## src/design/slab_ram.sv

```systemverilog
`timescale 1ns / 1ps
`default_nettype none

module slab_ram #(
    parameter int WIDTH = 32,
    parameter int DEPTH = 64
) (
    input  wire logic                     i_clk,
    input  wire logic                     i_we,
    input  wire logic [$clog2(DEPTH)-1:0] i_waddr,
    input  wire logic [WIDTH-1:0]         i_wdata,
    input  wire logic [$clog2(DEPTH)-1:0] i_raddr,
    output logic      [WIDTH-1:0]         o_rdata
);

    logic [WIDTH-1:0] r_mem [DEPTH];

    always_ff @(posedge i_clk) begin
        if (i_we) begin
            r_mem[i_waddr] <= i_wdata;
        end
        o_rdata <= r_mem[i_raddr];
    end

endmodule

`default_nettype wire

```

## config.mk

```make
export PLATFORM = sky130hd
export DESIGN_NAME = slab_ram
export DESIGN_NICKNAME = d
export VERILOG_FILES = /design/src/design/slab_ram.sv
export SDC_FILE = /design/constraint.sdc
export NUM_CORES = 2
export LEC_CHECK = 0
export BUFFER_PORTS_ARGS = -buffer_cell sky130_fd_sc_hd__buf_2
export CAP_MARGIN = 25
export CORE_MARGIN = 2
export CORE_UTILIZATION = 60
export DETAILED_ROUTE_END_ITERATION = 16
export PLACE_DENSITY = 0.78
export SETUP_SLACK_MARGIN = 0.02
export SYNTH_ARGS = -nofsm -noshare
export SYNTH_HDL_FRONTEND = slang
export SYNTH_SLANG_ARGS = --single-unit
export TNS_END_PERCENT = 5
```

## constraint.sdc

```tcl
create_clock -name i_clk -period 4.3 [get_ports i_clk]
set_clock_uncertainty 0.15 [all_clocks]
set_input_delay 0.645 -clock i_clk [delete_from_list [all_inputs] [get_ports i_clk]]
set_output_delay 0.645 -clock i_clk [all_outputs]
set_load 0.01 [all_outputs]
```

* Yosys cells after proc, flatten, opt, wreduce, memory -nomap -nowiden
Memories as Yosys holds them, arrays and structs flattened. A register that Yosys moved wholly into a read port is not among the register bits.
Cells that the tools add are included.
** Word-level totals
- Bits in writable memories :: 2048
- Input bits :: 46
- Register bits :: 0
- Memories :: 1
** Memories
- r_mem :: words 64, bits a word 32, read ports 1, clocked after memory_dff 1, write ports 1, RTL line 16 : logic [WIDTH-1:0] r_mem [DEPTH];
** Cells by class
- Multiplexer cells :: 2
** Operators with widths (count)
- two-way mux 1 bit :: 2

* Longest topological paths before layout
- Word-level depth :: 2
- Depth in mapped cells :: 10
- Depth with buffers taken out :: 5

* Worst setup path before layout
Ideal clock, no wire load.
- Kind :: input port to flip-flop
- Start point :: input port i_waddr[3]
- End point :: memory r_mem[48][0], enable pin
- Library setup time :: 461 ps
- Stages :: 4
- Path slack :: 345 ps
- Buffers on the path :: 1
- Arrival :: 3344 ps
- Data required time :: 3689 ps
- Path through :: clkbuf_1 nor2b_1 nand4b_1 nor3_1
** RTL lines
- start: declaration :: RTL line 10 : input wire logic [$clog2(DEPTH)-1:0] i_waddr,
- end: declaration :: RTL line 16
Straight into the memory's write port.

==> reports/qor.csv <==
metric,value,unit
report.final.slew_viol_count,0,
path_cells,buf_8 > buf_12 > buf_4 > mux4_2 > mux4_2 > o22ai_1 > nor2_1,
netlist_top_cells_area,"edfxtp_1 (78%), mux4_2 (16%), mux2i_1 (1.2%)",
hold_path_startpoint,i_wdata[3],
outcome,"complete, no violations",
cts.hold.buffers_added,1,
crit_path_frequent_cell,mux4_2,
dieArea,134000,um^2
crit_family,multiplexers,
fin_nets,3670,
grt_overflow,0,
wire_per_inst,38.4,um
hold_viol,0,
clk_latency,0.84,ns
io_pins,78,
drt_wl_total,212000,um
htreeDepth,4,
finalSetupTns,0,ns
relSlewSlack,26.9,%
min_period,3.10,ns
root_buffer,clkbuf_16,
fin_total_pwr,41.5,mW
hp-class,input pin to register,
drive_above_1_share,30.9,%
drc,0,
port_buffers,77,
netlist_area,78500,um^2
synth_cells,3324,
n_fill_cell,7287,
timing.rr.start,r_mem[15][16],
grt_use_total,31.8,%
yosys_warnings,0,
worst_pin_slew,1.09,ns
seq_area_frac_synth,79.1,%
gp_congestion,0.882,
arrival,3.63,ns
async_flop_share,0,%
fmax,323,MHz
cts_sinks,2080,
antenna_found_initial,14,
crit_buf_inv,3,
leakagePower,27.9,nW
syn-num-nets,3370,
via_per_inst,7.23,
grt_max_degree,65,
layout_common_cells,"edfxtp_1 (2048), mux4_2 (544), clkbuf_16 (197)",
synth_ff_type,edfxtp_1,
core,130000,um^2
final_common_cell,edfxtp_1,
num_rows,132,
grt_pass1_wl,299000,um
critPathLaunch,i_raddr[0],
max-cap-violations,0,
place_hpwl,112000,um
synth-seq-cells,2080,
endpoint_kind,register,
yosys.area.top_type,edfxtp_1,
synth_edf_count,2048,
grt_pass1_vias,40300,
critPathMaxStageDelay,0.58,ns
synth_top_area_share,78.3,%
synth.avg_cell_area,23.6,um^2
die_y,366,um
rsz0062_at_grt,no,
critPathLaunchType,input pin,
area_growth,13.4,%
initial_core_util,60.6,%
cts_setup_buffers,0,
finalCritPeriodShare,72.0,%
timing_worst_setup_path_type,input pin to register,
cts_buffers,193,
crit_required,4.84,ns
timing.hold.ws,0.0415,ns
setup_violations,0,
preCtsSetupSlack,0.204,ns
critPathSlowestCell,mux4_2,
power_density,466,nW/um^2
synth_cell_types,34,
path_clk_slew,0.07,ns
cts_tree,done,
ctsResizeCount,0,
cts_buffer_depth,3,
critical_path.max_fanout,37,
irDropWorstVdd,0.508,mV
ant_nets,0,
first_pass_iters,6,
vias,40000,
setup_ws,1.20,ns
drt_iter0_markers,7011,
die_w,366,um
routing by layer:
metal / track usage, % / wire [um] / share of wire, %
met1: 42.8 / 71000 / 33
met2: 49.9 / 102000 / 48
met3: 7.96 / 27800 / 13
met4: 14.9 / 11000 / 5.2
met5: 0 / 58 / 0.027
logic make-up after synthesis:
logic type,after synthesis,synth area share [%]
buffers and inverters,182,1.13
AND/OR/NAND/NOR,223,1.27
multiplexers,637,16.8
flip-flops,2080,79.1
AO/OA/AOI/OAI,202,1.67
flip-flops by register name, summed over array words and instances, names as in the netlist:
signal	cells
o_rdata	32
r_mem	2048
final timing paths:
path             endpoint  slack, ns  cells after the start
max reg2reg   o_rdata[16]       1.67                      4
min reg2reg    o_rdata[8]       0.61                      4
max           o_rdata[11]       1.20                      7
min          r_mem[46][3]       0.04                      1
where the power goes:
| part | total (mW) | leakage, nW | switching, mW | internal [mW] |
|---|---|---|---|---|
| registers | 22.6 | 18.7 | 0.116 | 22.4 |
| logic | 2.22 | 6.24 | 1.40 | 0.822 |
| clock network | 16.7 | 2.99 | 7.50 | 9.23 |
stage by stage:
stage          util (%)  instances  cell area (um^2)
2_1_floorplan         -       3324             78500
3_3_place_gp       63.6       5150             82500
3_5_place_dp       63.8       5158             82700
4_1_cts            68.5       5518             88800
5_1_grt            68.7       5531             89000
6_report           68.7       5533             89000
layout make-up:
type | count | area [um^2] | area share, %
timing repair buffer | 287 | 2620 | 2.94
sequential | 2080 | 62100 | 69.8
clock buffer | 251 | 5220 | 5.87
antenna | 3 | 7.51 | 0.00843
clock inverter | 108 | 882 | 0.991
multi-input combinational | 1062 | 16000 | 17.9
tap | 1742 | 2180 | 2.45
cells in the mapped netlist, drive strengths merged, types with 12 or more instances:
cell type,number
mux2i,93
edfxtp,2048
dfxtp,32
o22ai,84
a22oi,12
buf,108
o221ai,27
mux4,544
a21oi,62
nor2b,15
nand2,26
nor2,137
clkbuf,74
(Power assumes the default switching activity.)
