<file path="config.mk">
export PLATFORM = sky130hd
export DESIGN_NAME = slab_bucket
export DESIGN_NICKNAME = d
export VERILOG_FILES = /design/src/design/slab_pkg.sv /design/src/design/slab_bucket.sv
export SDC_FILE = /design/constraint.sdc
export NUM_CORES = 1
export LEC_CHECK = 0
export BUFFER_PORTS_ARGS = -buffer_cell sky130_fd_sc_hd__buf_2
export CORE_UTILIZATION = 40
export DETAILED_ROUTE_END_ITERATION = 7
export SLEW_MARGIN = 20
export SYNTH_ARGS = -nofsm -noshare
export SYNTH_HDL_FRONTEND = slang
export SYNTH_SLANG_ARGS = --single-unit
export TNS_END_PERCENT = 10
</file>
<file path="constraint.sdc">
create_clock -name i_clk -period 4.1 [get_ports i_clk]
set_input_delay 0.615 -clock i_clk [delete_from_list [all_inputs] [get_ports i_clk]]
set_output_delay 0.615 -clock i_clk [all_outputs]
set_load 0.05 [all_outputs]
</file>
<file path="src/design/slab_pkg.sv">
`timescale 1ns / 1ps
`default_nettype none

package slab_pkg;

    // Item kinds on the input channel.
    localparam logic [1:0] K_ALLOC = 2'd0;
    localparam logic [1:0] K_FREE  = 2'd1;
    localparam logic [1:0] K_ADD   = 2'd2;
    localparam logic [1:0] K_RSVD  = 2'd3;

    // Result status codes.
    localparam logic [1:0] ST_OK   = 2'd0;
    localparam logic [1:0] ST_OOM  = 2'd1;
    localparam logic [1:0] ST_FULL = 2'd2;

    localparam int NUM_SLABS  = 4;
    localparam int SIZE_W     = 13;
    localparam int ADDR_W     = 32;

    typedef enum logic [3:0] {
        S_IDLE,
        S_DISPATCH,
        S_STK_DATA,
        S_SCAN,
        S_PG_DATA,
        S_FILE,
        S_FILE_PUSH,
        S_ADD,
        S_OUT
    } t_state;

    // Commands to the bucket head file.
    typedef struct packed {
        logic load;   // point the cursor at the given bucket
        logic step;   // advance the cursor by one bucket
        logic write;  // replace the head under the cursor
    } t_bkt_cmd;

    // Index of the highest set bit; zero for zero or one.
    function automatic logic [4:0] f_floor_log2(input logic [31:0] x);
        logic [4:0] r;
        r = 5'd0;
        for (int i = 1; i < 32; i++) begin
            if (x[i]) begin
                r = 5'(i);
            end
        end
        return r;
    endfunction

endpackage

`default_nettype wire

</file>
<file path="src/design/slab_bucket.sv">
`timescale 1ns / 1ps
`default_nettype none

module slab_bucket
    import slab_pkg::*;
#(
    parameter int PAGE_SHIFT_BITS = 12,
    parameter int MAX_PAGES       = 64
) (
    input  wire logic                                  i_clk,
    input  wire logic                                  i_rst_n,
    input  wire t_bkt_cmd                              i_cmd,
    input  wire logic [$clog2(PAGE_SHIFT_BITS+1)-1:0]  i_idx,
    input  wire logic [$clog2(MAX_PAGES+1)-1:0]        i_wdata,
    input  wire logic [SIZE_W-1:0]                     i_size,
    output logic      [$clog2(MAX_PAGES+1)-1:0]        o_head,
    output logic                                       o_hit,
    output logic                                       o_last
);

    localparam int NB    = PAGE_SHIFT_BITS + 1;
    localparam int BW    = $clog2(NB);
    localparam int PW    = $clog2(MAX_PAGES + 1);
    localparam int CMPW  = (NB > SIZE_W) ? NB : SIZE_W;
    localparam logic [PW-1:0] EMPTY = PW'(MAX_PAGES);

    logic [PW-1:0]   r_head [NB];
    logic [BW-1:0]   r_idx;
    logic [CMPW-1:0] w_pow;

    // The cursor is the only read port of the head file.
    assign o_head = r_head[r_idx];
    assign w_pow  = CMPW'(1) << r_idx;
    // A bucket qualifies when it holds a page and its lower bound covers the size.
    assign o_hit  = (o_head != EMPTY) && (w_pow >= CMPW'(i_size));
    assign o_last = (r_idx == BW'(NB - 1));

    always_ff @(posedge i_clk) begin
        if (!i_rst_n) begin
            for (int i = 0; i < NB; i++) begin
                r_head[i] <= EMPTY;
            end
            r_idx <= '0;
        end else begin
            if (i_cmd.load) begin
                r_idx <= i_idx;
            end else if (i_cmd.step) begin
                r_idx <= r_idx + BW'(1);
            end
            if (i_cmd.write) begin
                r_head[r_idx] <= i_wdata;
            end
        end
    end

endmodule

`default_nettype wire

</file>
Word level (Yosys, flattened, before mapping)
Memory sizes are Yosys's and may differ from the RTL's. A register that Yosys moved wholly into a read port is not among the register bits.
Cells that the tools add are included.
W data, S select, Z words.

storage, ports and cells
  bits in latches = 0
  memory bits (read-only) = 0
  memory bits (writable) = 91
  bits of input ports = 29
  output and inout port bits = 9
  flip-flop bits (word level) = 4
  memories = 1

cells by class
  magnitude comparators = 1
  divide/modulo/power cells = 0
  equal/unequal tests = 2
  reduce and logical (&&, ||, !) cells = 3
  bitwise gates (word level) = 0
  $mul = 0
  muxes and demuxes = 11
  shift operators = 1
  add/sub/neg operators = 1

memory list
  memory  words  width  read ports  clocked after Yosys merged registers in  wr ports  line               RTL
  r_head  13     7      1           1                                        13        slab_bucket.sv:27  logic [PW-1:0] r_head [NB];

operators with widths
  operator                count
  $mux W4                 5
  $ge A13 B13 Y1          1
  $shl A1 B4 Y13 const A  1
  $mux W7                 1
  $ne A7 B7 Y1 const B    1
  $reduce_or A7 Y1        1
  $mux W1                 5
  $add A4 B1 Y4 const B   1
  $eq A4 B4 Y1 const B    1
  $reduce_bool A2 Y1      1
  $logic_and A1 B1 Y1     1

Logic depth before layout (Yosys ltp)
  depth in word-level cells = 5
  gate-level depth with buffers = 11

Worst setup path after synthesis
OpenSTA, ideal clock, no wires.

  kind = flip-flop to output port
  start = register (tool-made name)
  end = output port o_hit
  setup slack = 0.276 ns
  stages on the path, launching flop included = 10
  buffers on the path = 3
  required time = 3.485 ns
  data arrival time = 3.209 ns
  path through = dfxtp_1 buf_2 buf_1 buf_2 nor2_1 a221oi_1 a21oi_1 o21ai_1 nor4_2 a21oi_1

RTL lines
  element    line               RTL
  to (decl)  slab_bucket.sv:17  output logic o_hit,

==> results.txt <==
The maximum vdd ir drop is 0.322 mV, and the total of warnings raised by yosys is 0. The tools report the count of hold buffers inserted by post-cts repair as 0. Once detailed placement completed, the half-perimeter wirelength came to 9720 um. Number of global-route vias before repair: 3580.

The critical path is of the reg -> out type. Traced cell by cell, the critical path runs through mux4_1 > mux4_2 > or4b_1 > nor4_2 > a21oi_1 > buf_2. For the total of cells resized after clock tree synthesis, the log shows 0. In this run the remaining antenna-violating nets after routing total 0.

The I/O pin count was 38. Setup repair after global routing left no endpoint under its margin. The number of clock sinks seen by CTS was 120. CTS built an H-tree with a depth of 4. For the worst-skew pair, the clock arrives at the later sink with an insertion delay of 0.41 ns.

The most frequent standard cell in the layout excluding fill and tap cells is edfxtp_1. The worst-path maximum fanout works out to 17. After detailed routing, the total wire length is 13700 um. Across all layers, the routed design uses 3433 vias. Summed over all layers, the global routing overflow is 0. The global-route usage over all layers was 20.1%; the detailed-router iteration count before antenna repair was 4.

After detailed routing, the average wire length per cell comes to 21.4 um. At the worst endpoint, the required time is 3.48 ns. The arrival time at the worst endpoint is 3.31 ns, and the final-layout setup total negative slack is 0 ns.

TritonCTS built the clock tree. For the number of endpoints with negative hold slack in the final report, the log shows 0. The mapped netlist covers 5850 sq um.

The die outline area is 15100 sq um. The maximum clock frequency was 255 MHz; the first-pass GRT wire length was 21300 um. The tools report the initial antenna violation count as 0. Routability-driven placement finished with a final weighted congestion of 0.848.

The cell family contributing the most delay on the critical path is multiplexers. Number of pins exceeding their max-slew limit in the final report: 0. The top cell types in the final layout, fill and taps aside, are edfxtp_1, and2_1, buf_2. Clock-pin slew was measured on the worst setup and hold paths at 0.06 ns.

The run gives 43 as the number of standard-cell rows in the floorplan. The kind of capture point of the worst setup path was an output pin. The critical path's largest stage delay is 0.66 ns, and the part of the cycle the worst path needs is 95.7%.

The tool flagged a number of max-cap violations equal to 0. In the final layout, the multi-input gates occupy 2140 sq um. The run finished with clean final reports. After synthesis the netlist holds a flip-flop and latch count of 120.

At the pin with the least slew margin, the transition time is 0.796 ns. The placed instance count came out at 608. The repair_antennas step left the layout with diodes totalling 0.

Post-detailed-route DRC marker count: 0. Measured against its own limit, the worst slew margin works out to 46.6%. The total power per unit cell area is 471 nW/um^2, and the fraction of final layout cells sized beyond drive strength 1 is 22.2%.

Setup violations remaining at the end of the flow were counted as 0. The die is 123 um tall. The synthesis-to-finish area growth is 16.1%, and the number of instances in the synthesized netlist is 405. The longest clock path from root to sink contains 2 buffers. A synthesized cell averages 14.4 sq um.

In the final layout, flip-flops and latches occupy 3520 sq um. The tools report the initial core utilization as 41.5%. The tools report the startpoint class of the critical path as a flop.

The tools report the placeable core region as 14100 sq um. The buffers plus inverters on the worst setup path came out at 1. The buffer type at the clock tree root is clkbuf_16. Counting every net in the synthesized netlist gives 453. The cell with the largest stage delay on the worst path was dfxtp_2. In the routed layout, each cell is associated on average with a via count of 5.36. Minimum period implied by the final worst setup slack: 3.92 ns. The first routing iteration left 368 violations. The width of the die works out to 123 um.

The layout net count is 495, and the post-CTS setup-driven buffer insertion count is 0. Entering global routing, the biggest net connects 23 pins. Number of buffers created by CTS: 17. The synthesized netlist contains 36 unique library cells. The share of the Yosys chip area taken by registers is 60.2%.

Clock skew on the completed layout was measured at 0.00790 ns. The post-route non-filler standard cell count was 640; the number of fill cells in the layout was 1259. In this run the worst hold path is classified as in -> reg. The number of input and output port buffers inserted is 37, and the leakage power total is 2.56 nW.
cells in the mapped netlist, drive strengths merged:
library cell | instances | area share (%)
edfxtp | 112 | 58
and2 | 90 | 9.6
mux4 | 29 | 11
ha | 19 | 4.1
nor2 | 17 | 1.1
inv | 16 | 1.0
clkbuf | 14 | 0.90
o21ai | 13 | 1.2
nand2b | 12 | 1.3
or3 | 9 | 0.96
dfxtp | 8 | 2.7
mux2i | 8 | 1.4
a21o | 7 | 0.90
buf | 7 | 1.2
a21oi | 6 | 0.51
nand2 | 6 | 0.39
nor2b | 6 | 0.64
nand3 | 4 | 0.34
nor3 | 4 | 0.34
a211oi | 3 | 0.39
a221oi | 3 | 0.45
and3 | 3 | 0.32
nand4 | 3 | 0.32
a22oi | 1 | 0.13
a32oi | 1 | 0.15
nor4 | 1 | 0.21
or4b | 1 | 0.17
xnor2 | 1 | 0.15
xor2 | 1 | 0.15
logic make-up after synthesis:
logic type | after synthesis | share of synthesized area [%]
buffers and inverters | 37 | 3.12
AOI/OAI and AO/OA | 34 | 3.70
adders and majority gates | 19 | 4.07
DFF | 120 | 60.2
muxes | 37 | 12.9
xor gates and xnor gates | 2 | 0.300
and+or+nand+nor | 156 | 15.7
metrics by stage:
stage | utilization (%) | hold slack (ns) | instance area [sq um] | worst slack [ns] | total power, mW
final | 48.2 | 0.513 | 6790 | 0.175 | 3.20
after global routing | 48.2 | 0.531 | 6790 | 0.0503 | 3.30
after CTS | 48.2 | 0.502 | 6790 | 0.141 | 3.21
after detailed placement | 43.9 | 0.811 | 6190 | 0.596 | 1.72
after global placement | 43.9 | 0.800 | 6190 | 0.631 | 1.72
after floorplan | - | 0.667 | 5850 | 0.276 | 1.63
tightest hold or removal path: stages:
cell and delay (ns):
buf_2 0.08, a21oi_1 0.06, nor2b_1 0.12
sequential cells by signal, summed over array words and instances (netlist names), named ones only:
| signal | flops |
|---|---|
| r_idx | 4 |
| r_head | 112 |
cell type report:
class                   count  share of cell area [%]
flip-flops and latches    120                    51.9
multi-input cells         248                    31.6
clock buffers              20                    6.58
repair buffers             44                    3.50
well taps                 180                    3.32
clock inverters            12                    2.23
inverters                  16                   0.885
path summary, 6_finish.rpt:
path | startpoint | end | slack (ns) | cells after the start
setup / recovery | flop | o_hit | 0.18 | 6
setup reg to reg | r_idx[0] | r_head[2][3] | 1.62 | 5
hold reg to reg | r_idx[0] | flop | 0.81 | 3
hold / removal | i_idx[2] | flop | 0.51 | 3
power by group:
group | switching (mW) | internal, mW
Sequential | 0.0347 | 1.38
Clock | 0.529 | 0.968
Combinational | 0.178 | 0.108
routing by layer:
layer / GRT usage (%) / vias to the layer above / share of wire, %
li1: - / 1593 / -
met5: 0 / - / 0
met2: 32.8 / 85 / 50
met1: 26.7 / 1751 / 43
met3: 4.89 / 4 / 5.6
met4: 6.02 / 0 / 0.53
No activity file was read; power rests on OpenSTA's default activity.
